==> config.mk <==
export PLATFORM = sky130hd
export DESIGN_NAME = image_header_sniffer_top
export DESIGN_NICKNAME = d
export VERILOG_FILES = /design/src/design/ihs_pkg.sv /design/src/design/ihs_header_parser.sv /design/src/design/ihs_result_reg.sv /design/src/design/image_header_sniffer_top.sv
export SDC_FILE = /design/constraint.sdc
export NUM_CORES = 1
export LEC_CHECK = 0
export ABC_AREA = 1
export BUFFER_PORTS_ARGS = -buffer_cell sky130_fd_sc_hd__clkbuf_2
export CAP_MARGIN = 20
export CORE_MARGIN = 2
export CORE_UTILIZATION = 56
export CTS_CLUSTER_DIAMETER = 200
export DETAILED_ROUTE_END_ITERATION = 6
export PLACE_DENSITY = 0.88
export SYNTH_ARGS = -nofsm -noshare
export SYNTH_HDL_FRONTEND = slang
export SYNTH_HIERARCHICAL = 1
export SYNTH_SLANG_ARGS = --single-unit
==> constraint.sdc <==
create_clock -name clk_i -period 4.2 [get_ports clk_i]
set_input_delay 0.84 -clock clk_i [delete_from_list [all_inputs] [get_ports clk_i]]
set_output_delay 0.84 -clock clk_i [all_outputs]
set_load 0.02 [all_outputs]
==> src/design/ihs_pkg.sv <==
// ---------------------------------------------------------------------------
// ihs_pkg: shared types and constants of the image header sniffer
// Format and status codes, magic byte values, header layout and the
// per-format magic byte checks.
// ---------------------------------------------------------------------------
package ihs_pkg;

  // header length and byte counter width
  localparam int unsigned HeaderBytes = 26;
  localparam int unsigned IdxW        = $clog2(HeaderBytes + 1);

  // format codes
  localparam logic [2:0] FMT_NONE = 3'd0;
  localparam logic [2:0] FMT_JPEG = 3'd1;
  localparam logic [2:0] FMT_GIF  = 3'd2;
  localparam logic [2:0] FMT_PNG  = 3'd3;
  localparam logic [2:0] FMT_BMP  = 3'd4;

  // status codes
  localparam logic [2:0] ST_OK        = 3'd0;
  localparam logic [2:0] ST_TOO_SMALL = 3'd1;
  localparam logic [2:0] ST_UNSUPP    = 3'd2;
  localparam logic [2:0] ST_BAD_DIM   = 3'd3;
  localparam logic [2:0] ST_JPEG      = 3'd4;

  // match flag bit positions
  localparam int unsigned FlagJpeg = 0;
  localparam int unsigned FlagGif  = 1;
  localparam int unsigned FlagPng  = 2;
  localparam int unsigned FlagBmp  = 3;

  // magic byte values
  localparam logic [7:0] B_FF = 8'hFF;
  localparam logic [7:0] B_D8 = 8'hD8;
  localparam logic [7:0] B_E0 = 8'hE0;
  localparam logic [7:0] B_89 = 8'h89;
  localparam logic [7:0] B_0D = 8'h0D;
  localparam logic [7:0] B_0A = 8'h0A;
  localparam logic [7:0] B_1A = 8'h1A;
  localparam logic [7:0] CH_J = 8'h4A;
  localparam logic [7:0] CH_F = 8'h46;
  localparam logic [7:0] CH_I = 8'h49;
  localparam logic [7:0] CH_G = 8'h47;
  localparam logic [7:0] CH_P = 8'h50;
  localparam logic [7:0] CH_N = 8'h4E;
  localparam logic [7:0] CH_H = 8'h48;
  localparam logic [7:0] CH_D = 8'h44;
  localparam logic [7:0] CH_R = 8'h52;
  localparam logic [7:0] CH_B = 8'h42;
  localparam logic [7:0] CH_M = 8'h4D;

  // parser view of one file after the latest word
  typedef struct packed {
    logic        done;
    logic [3:0]  flags;
    logic [31:0] width;
    logic [31:0] height;
  } hdr_state_t;

  // jpeg / jfif magic
  function automatic logic jpeg_ok(input logic [IdxW-1:0] i, input logic [7:0] b);
    logic r;
    unique case (i)
      IdxW'(0): r = (b == B_FF);
      IdxW'(1): r = (b == B_D8);
      IdxW'(2): r = (b == B_FF);
      IdxW'(3): r = (b == B_E0);
      IdxW'(6): r = (b == CH_J);
      IdxW'(7): r = (b == CH_F);
      IdxW'(8): r = (b == CH_I);
      IdxW'(9): r = (b == CH_F);
      default:  r = 1'b1;
    endcase
    return r;
  endfunction

  // gif magic
  function automatic logic gif_ok(input logic [IdxW-1:0] i, input logic [7:0] b);
    logic r;
    unique case (i)
      IdxW'(0): r = (b == CH_G);
      IdxW'(1): r = (b == CH_I);
      IdxW'(2): r = (b == CH_F);
      default:  r = 1'b1;
    endcase
    return r;
  endfunction

  // png signature and ihdr chunk tag
  function automatic logic png_ok(input logic [IdxW-1:0] i, input logic [7:0] b);
    logic r;
    unique case (i)
      IdxW'(0):  r = (b == B_89);
      IdxW'(1):  r = (b == CH_P);
      IdxW'(2):  r = (b == CH_N);
      IdxW'(3):  r = (b == CH_G);
      IdxW'(4):  r = (b == B_0D);
      IdxW'(5):  r = (b == B_0A);
      IdxW'(6):  r = (b == B_1A);
      IdxW'(7):  r = (b == B_0A);
      IdxW'(12): r = (b == CH_I);
      IdxW'(13): r = (b == CH_H);
      IdxW'(14): r = (b == CH_D);
      IdxW'(15): r = (b == CH_R);
      default:   r = 1'b1;
    endcase
    return r;
  endfunction

  // bmp magic
  function automatic logic bmp_ok(input logic [IdxW-1:0] i, input logic [7:0] b);
    logic r;
    unique case (i)
      IdxW'(0): r = (b == CH_B);
      IdxW'(1): r = (b == CH_M);
      default:  r = 1'b1;
    endcase
    return r;
  endfunction

endpackage

==> src/design/ihs_header_parser.sv <==
// ---------------------------------------------------------------------------
// ihs_header_parser: per-file header state
// Narrows the candidate formats byte by byte and gathers width and height
// from the header; returns to its reset state after the last word of a file.
// ---------------------------------------------------------------------------
module ihs_header_parser import ihs_pkg::*; (
  input  logic       clk_i,
  input  logic       rst_ni,
  input  logic       accept_i,
  input  logic [7:0] file_byte_i,
  input  logic       end_of_file_i,
  output hdr_state_t post_o
);

  logic [IdxW-1:0] idx_q, idx_d, idx_upd;
  hdr_state_t      st_q, st_d, st_upd;
  logic [1:0]      lane;
  logic [3:0]      ok_vec;

  // header update for the current word
  always_comb begin
    st_upd  = st_q;
    idx_upd = idx_q;
    ok_vec  = {bmp_ok(idx_q, file_byte_i), png_ok(idx_q, file_byte_i),
               gif_ok(idx_q, file_byte_i), jpeg_ok(idx_q, file_byte_i)};
    lane    = 2'b00;
    if (!st_q.done) begin
      st_upd.flags = st_q.flags & ok_vec;
      // dimension capture, gif first, then png, then bmp
      if (st_upd.flags[FlagGif]) begin
        if (idx_q == IdxW'(6)) begin
          st_upd.width[7:0] = st_q.width[7:0] | file_byte_i;
        end else if (idx_q == IdxW'(7)) begin
          st_upd.width[15:8] = st_q.width[15:8] | file_byte_i;
        end else if (idx_q == IdxW'(8)) begin
          st_upd.height[7:0] = st_q.height[7:0] | file_byte_i;
        end else if (idx_q == IdxW'(9)) begin
          st_upd.height[15:8] = st_q.height[15:8] | file_byte_i;
        end
      end else if (st_upd.flags[FlagPng]) begin
        if (idx_q >= IdxW'(16) && idx_q <= IdxW'(19)) begin
          st_upd.width = {st_q.width[23:0], file_byte_i};
        end else if (idx_q >= IdxW'(20) && idx_q <= IdxW'(23)) begin
          st_upd.height = {st_q.height[23:0], file_byte_i};
        end
      end else if (st_upd.flags[FlagBmp]) begin
        if (idx_q >= IdxW'(18) && idx_q <= IdxW'(21)) begin
          lane = 2'(idx_q - IdxW'(18));
          st_upd.width[8*lane +: 8] = st_q.width[8*lane +: 8] | file_byte_i;
        end else if (idx_q >= IdxW'(22) && idx_q <= IdxW'(25)) begin
          lane = 2'(idx_q - IdxW'(22));
          st_upd.height[8*lane +: 8] = st_q.height[8*lane +: 8] | file_byte_i;
        end
      end
      // byte counter saturates at the header length
      idx_upd = IdxW'(idx_q + 1'b1);
      if (idx_upd >= IdxW'(HeaderBytes)) begin
        idx_upd     = IdxW'(HeaderBytes);
        st_upd.done = 1'b1;
      end
    end
  end

  assign post_o = st_upd;

  // restart after the last word of a file
  always_comb begin
    st_d  = st_q;
    idx_d = idx_q;
    if (accept_i) begin
      if (end_of_file_i) begin
        st_d  = '{done: 1'b0, flags: 4'hF, width: '0, height: '0};
        idx_d = '0;
      end else begin
        st_d  = st_upd;
        idx_d = idx_upd;
      end
    end
  end

  always_ff @(posedge clk_i or negedge rst_ni) begin
    if (!rst_ni) begin
      st_q  <= '{done: 1'b0, flags: 4'hF, width: '0, height: '0};
      idx_q <= '0;
    end else begin
      st_q  <= st_d;
      idx_q <= idx_d;
    end
  end

endmodule

==> src/design/ihs_result_reg.sv <==
// ---------------------------------------------------------------------------
// ihs_result_reg: classification and result register
// Turns the final header state of a file into format and status and holds
// the result word until the consumer takes it.
// ---------------------------------------------------------------------------
module ihs_result_reg import ihs_pkg::*; (
  input  logic        clk_i,
  input  logic        rst_ni,
  input  logic        load_i,
  input  hdr_state_t  post_i,
  input  logic        out_ready_i,
  output logic        out_valid_o,
  output logic [2:0]  format_code_o,
  output logic [2:0]  status_o,
  output logic [30:0] width_o,
  output logic [30:0] height_o
);

  logic        valid_q, valid_d;
  logic [2:0]  fmt_q, fmt_d, st_q, st_d;
  logic [30:0] w_q, w_d, h_q, h_d;
  logic        dim_bad;

  // classify the file
  always_comb begin
    fmt_d   = FMT_NONE;
    st_d    = ST_OK;
    w_d     = '0;
    h_d     = '0;
    dim_bad = (post_i.width == '0) || post_i.width[31] ||
              (post_i.height == '0) || post_i.height[31];
    priority if (!post_i.done) begin
      st_d = ST_TOO_SMALL;
    end else if (post_i.flags[FlagJpeg]) begin
      fmt_d = FMT_JPEG;
      st_d  = ST_JPEG;
    end else if (post_i.flags[FlagGif] || post_i.flags[FlagPng] ||
                 post_i.flags[FlagBmp]) begin
      if (post_i.flags[FlagGif]) begin
        fmt_d = FMT_GIF;
      end else if (post_i.flags[FlagPng]) begin
        fmt_d = FMT_PNG;
      end else begin
        fmt_d = FMT_BMP;
      end
      if (dim_bad) begin
        st_d = ST_BAD_DIM;
      end else begin
        w_d = post_i.width[30:0];
        h_d = post_i.height[30:0];
      end
    end else begin
      st_d = ST_UNSUPP;
    end
  end

  // output valid
  always_comb begin
    valid_d = valid_q;
    if (load_i) begin
      valid_d = 1'b1;
    end else if (out_ready_i) begin
      valid_d = 1'b0;
    end
  end

  always_ff @(posedge clk_i or negedge rst_ni) begin
    if (!rst_ni) begin
      valid_q <= 1'b0;
    end else begin
      valid_q <= valid_d;
    end
  end

  // result payload
  always_ff @(posedge clk_i) begin
    if (load_i) begin
      fmt_q <= fmt_d;
      st_q  <= st_d;
      w_q   <= w_d;
      h_q   <= h_d;
    end
  end

  assign out_valid_o   = valid_q;
  assign format_code_o = fmt_q;
  assign status_o      = st_q;
  assign width_o       = w_q;
  assign height_o      = h_q;

endmodule

==> src/design/image_header_sniffer_top.sv <==
// A result appears in the cycle after the word carrying end_of_file is taken.
// Throughput: one byte per cycle while the result register does not stall the input.
// Input is taken whenever the result register is empty or being drained.
// Reset: asynchronous, active low; clears the header state (all formats
// possible) and empties the result register.
// ---------------------------------------------------------------------------
// image_header_sniffer_top: image file format and size detector
// Streams file bytes, matches jpeg/gif/png/bmp magic in the header and
// reports format, status and dimensions once per file.
// ---------------------------------------------------------------------------
module image_header_sniffer_top import ihs_pkg::*; (
  input  logic        clk_i,
  input  logic        rst_ni,
  input  logic        in_valid_i,
  output logic        in_ready_o,
  input  logic [7:0]  file_byte_i,
  input  logic        end_of_file_i,
  output logic        out_valid_o,
  input  logic        out_ready_i,
  output logic [2:0]  format_code_o,
  output logic [2:0]  status_o,
  output logic [30:0] width_o,
  output logic [30:0] height_o
);

  logic       accept;
  hdr_state_t post;

  // input handshake
  assign in_ready_o = !out_valid_o || out_ready_i;
  assign accept     = in_valid_i && in_ready_o;

  ihs_header_parser u_parser (
    .clk_i         (clk_i),
    .rst_ni        (rst_ni),
    .accept_i      (accept),
    .file_byte_i   (file_byte_i),
    .end_of_file_i (end_of_file_i),
    .post_o        (post)
  );

  ihs_result_reg u_result (
    .clk_i         (clk_i),
    .rst_ni        (rst_ni),
    .load_i        (accept && end_of_file_i),
    .post_i        (post),
    .out_ready_i   (out_ready_i),
    .out_valid_o   (out_valid_o),
    .format_code_o (format_code_o),
    .status_o      (status_o),
    .width_o       (width_o),
    .height_o      (height_o)
  );

  // last word of a file always yields a result next cycle
  assert property (@(posedge clk_i) disable iff (!rst_ni)
    (in_valid_i && in_ready_o && end_of_file_i) |=> out_valid_o)
    else $error("result missing after end of file");

  // short or unmatched files carry no format
  assert property (@(posedge clk_i) disable iff (!rst_ni)
    (out_valid_o && (status_o == ST_TOO_SMALL || status_o == ST_UNSUPP))
      |-> (format_code_o == FMT_NONE))
    else $error("format reported on failed file");

  // dimensions only on a good result
  assert property (@(posedge clk_i) disable iff (!rst_ni)
    (out_valid_o && status_o != ST_OK) |-> (width_o == '0 && height_o == '0))
    else $error("dimensions on non-ok result");

  // ok results carry nonzero dimensions
  assert property (@(posedge clk_i) disable iff (!rst_ni)
    (out_valid_o && status_o == ST_OK) |-> (width_o != '0 && height_o != '0))
    else $error("zero dimension on ok result");

endmodule
==> results.cfg <==
[clock_tree]
clkLatencyLatePin_ns = 0.44
clk_pin_slew_ns = 0.07
cts_buffer_depth = 2
h-tree-depth = 4
root_buffer = clkbuf_16
cts_buffers = 17
cts_hold_buf = 0
cts_tree = yes
cts.sinks = 143

[drt]
vias_per_cell = 5.925
drc = 3
firstDrtPassIters = 7
post_drt_wl_per_cell_um = 18.16
antenna_left = 0
drt_iter0_drc = 1472
wirelength_mm = 38.67
via_count = 12610

[timing]
period_needed_ns = 4.220
fin_worst_skew_ns = 0.02186
fin_ws_ns = -0.02031
slew-limit-headroom_pct = 39.90
max_clock_freq_ghz = 0.2369
final.period_utilization_pct = 100.5
worst_pin_slew_ns = 0.9002
final_hold_viol_count = 0
maxSlewViolCount = 0
setup_viol = 21
setup_total_negative_slack_ns = -0.2052

[worst_setup_path]
startpoint_type = flip-flop
crit_type = flip-flop to flip-flop
r2r_cells = 31
worstPathArrival_ns = 4.40
r2r_start = u_parser/idx_q[0]$_DFFE_PN0P_
r2r_end = u_result/height_o[21]$_SDFFCE_PP0P_
crit_slowest_cell = dfrtp_1
worstSetupEndpointType = flip-flop
ff2ff_setup_slack_ns = -0.02
max_stage_delay_ns = 0.41
cpMostUsedCell = nand2_1
crit_required_ns = 4.38
path_max_fanout = 8

[logic_synthesis]
synth_top_area_share_pct = 20.17
async_flop_share_pct = 52.45
synth_area_um2 = 11190
netlist.top_cell.by_area = nand2_1
synth_most_common_cell = nand2_1
ys_top_cells_by_area = nand2_1, edfxtp_1, dfrtp_1, o21ai_0, nand3_1
syn_area_per_cell_um2 = 6.396
ys_ff_latch = 143
synth_cell_types = 40
synth_commonest_cells = nand2_1, inv_1, o21ai_0
synth_edf_count = 68
yosysSeqAreaShare_pct = 35.07
synth_nets = 1767
syn_inst = 1749
yosys_most_used_dff = dfrtp_1
yosysWarnings = 6

[global_routing]
grt_pass1_wl_mm = 59.15
antenna_found_initial = 0
grt_util_all_layers_pct = 34.75
grt_max_degree = 76
grt_pass1_vias = 11670
grt_remaining_overflow = 0

[die]
die_x_um = 145.3
die_area_um2 = 21120
start_util_pct = 57.29
num_rows = 51
design.core.area_um2 = 19530
ios = 83
die_y_um = 145.3

[run_status]
violations = DRC, setup timing
status = finished, violations left

[pwr]
fin_total_pwr_uw = 9066
ir_drop_v = 0.0003467
p_leak_uw = 0.006448
powerDensity_nw_per_um2 = 685.0

[layout]
antenna_cells = 0
nets = 1869
seqCellArea_um2 = 3925
syn_to_final_growth_pct = 18.31
fillers = 1718
multiInputGateArea_um2 = 6116
drive_gt1_share_pct = 18.08

[placed_design]
dp_hpwl_mm = 25.92
port-buffer-count = 82
place_congestion = 0.9653

[worst_hold_path]
holdCritPathClass = input pin to async pin

[flow_run]
cap_violations = 0
==> routing by layer <==
layer / vias to the layer above / wire [um] / global-route usage [%]
li1: 5847 / - / -
met1: 5819 / 14070 / 42.04
met2: 751 / 18760 / 59.38
met3: 197 / 3657 / 4.953
met4: 0 / 2176 / 20.25
met5: - / 0 / 0
==> worst max-delay path, delay by kind of cell (launching register included) <==
kind / cells / cell delay, ns
buffers and inverters: 8 / 0.99
adders and majority gates: 2 / 0.37
DFF: 1 / 0.41
and+or+nand+nor: 21 / 2.20
==> worst max-delay path by stage <==
stage | from | to | slack, ns
2_1_floorplan | u_parser/idx_q[0]$_DFFE_PN0P_ | u_result/width_o[11]$_SDFFCE_PP0P_ | 0.06
3_3_place_gp | file_byte_i[1] | u_result/width_o[3]$_SDFFCE_PP0P_ | 0.01
3_5_place_dp | file_byte_i[7] | u_result/width_o[0]$_SDFFCE_PP0P_ | -0.06
4_1_cts | u_parser/idx_q[0]$_DFFE_PN0P_ | u_result/width_o[0]$_SDFFCE_PP0P_ | 0.008
5_1_grt | u_parser/idx_q[0]$_DFFE_PN0P_ | u_result/height_o[18]$_SDFFCE_PP0P_ | -0.14
6_report | u_parser/idx_q[0]$_DFFE_PN0P_ | u_result/height_o[21]$_SDFFCE_PP0P_ | -0.02
==> logic make-up after synthesis <==
kind of cell | after synthesis | synth area share (%)
flip-flops | 143 | 35.07
XOR/XNOR | 4 | 0.3131
AND/OR/NAND/NOR | 971 | 36.10
buffers and inverters | 310 | 11.78
AO/OA/AOI/OAI | 316 | 16.17
adder cells (fa/ha/maj) | 5 | 0.5592
==> per-stage QoR <==
| step | setup WS (ns) | cells | hold slack (ns) | utilization [%] | instance area, um^2 |
|---|---|---|---|---|---|
| after detailed placement | -0.06146 | 2081 | 0.4991 | 62.26 | 12160 |
| after CTS | 0.007779 | 2113 | 0.5116 | 65.42 | 12770 |
| after global placement | 0.01056 | 2081 | 0.4855 | 62.26 | 12160 |
| after floorplan | 0.05985 | 1749 | 0.4792 | - | 11190 |
| after global routing | -0.1415 | 2129 | 0.4034 | 67.78 | 13240 |
| final | -0.02031 | 2129 | 0.3825 | 67.78 | 13240 |
==> where the power goes <==
group	internal (uW)	switching, uW
Clock	999	654
Combinational	1790	3250
Sequential	1780	592
==> sequential cells by signal, summed over array words and instances (netlist names) <==
| name | flops |
|---|---|
| u_parser/st_q | 69 |
| u_result/height_o | 31 |
| u_result/width_o | 31 |
| u_parser/idx_q | 5 |
| u_result/format_code_o | 3 |
| u_result/status_o | 3 |
| u_result/out_valid_o | 1 |
==> area by class of cell <==
class | instances | share of cell area, %
timing repair buffer | 184 | 11.00
inverter | 209 | 5.956
tap | 265 | 2.505
multi-input combinational | 1296 | 46.21
sequential | 143 | 29.66
clock buffer | 19 | 3.271
clock inverter | 13 | 1.399
==> layout by cell type (no fill, tap or decap), types with 4 or more instances in the layout <==
cell         n
o21ai_0    190
clkinv_1     5
nor3_1      27
nand2_2     17
dfrtp_1     70
a31oi_1      9
o211ai_1    13
nor2_1     118
nand4_1     11
clkbuf_16   22
inv_2       15
nand2_1    587
bufinv_16    4
o2111ai_1    5
buf_6        6
o22ai_1      5
nor2_2      26
buf_4       78
nand3_1    159
nor2_4      12
xor2_1       4
inv_1      188
a21oi_1     39
o21ai_2     32
buf_12      10
edfxtp_1    68
o21ai_1     14
nand3_2      5
dfstp_2      4
clkbuf_2    81
==> what timing repair did <==
action / 4_1_cts / 5_1_grt
resized for setup: 0 / 64
setup buffers: 0 / 7
setup endpoints to repair: 0 / 64
No activity file was read; power rests on OpenSTA's default activity.
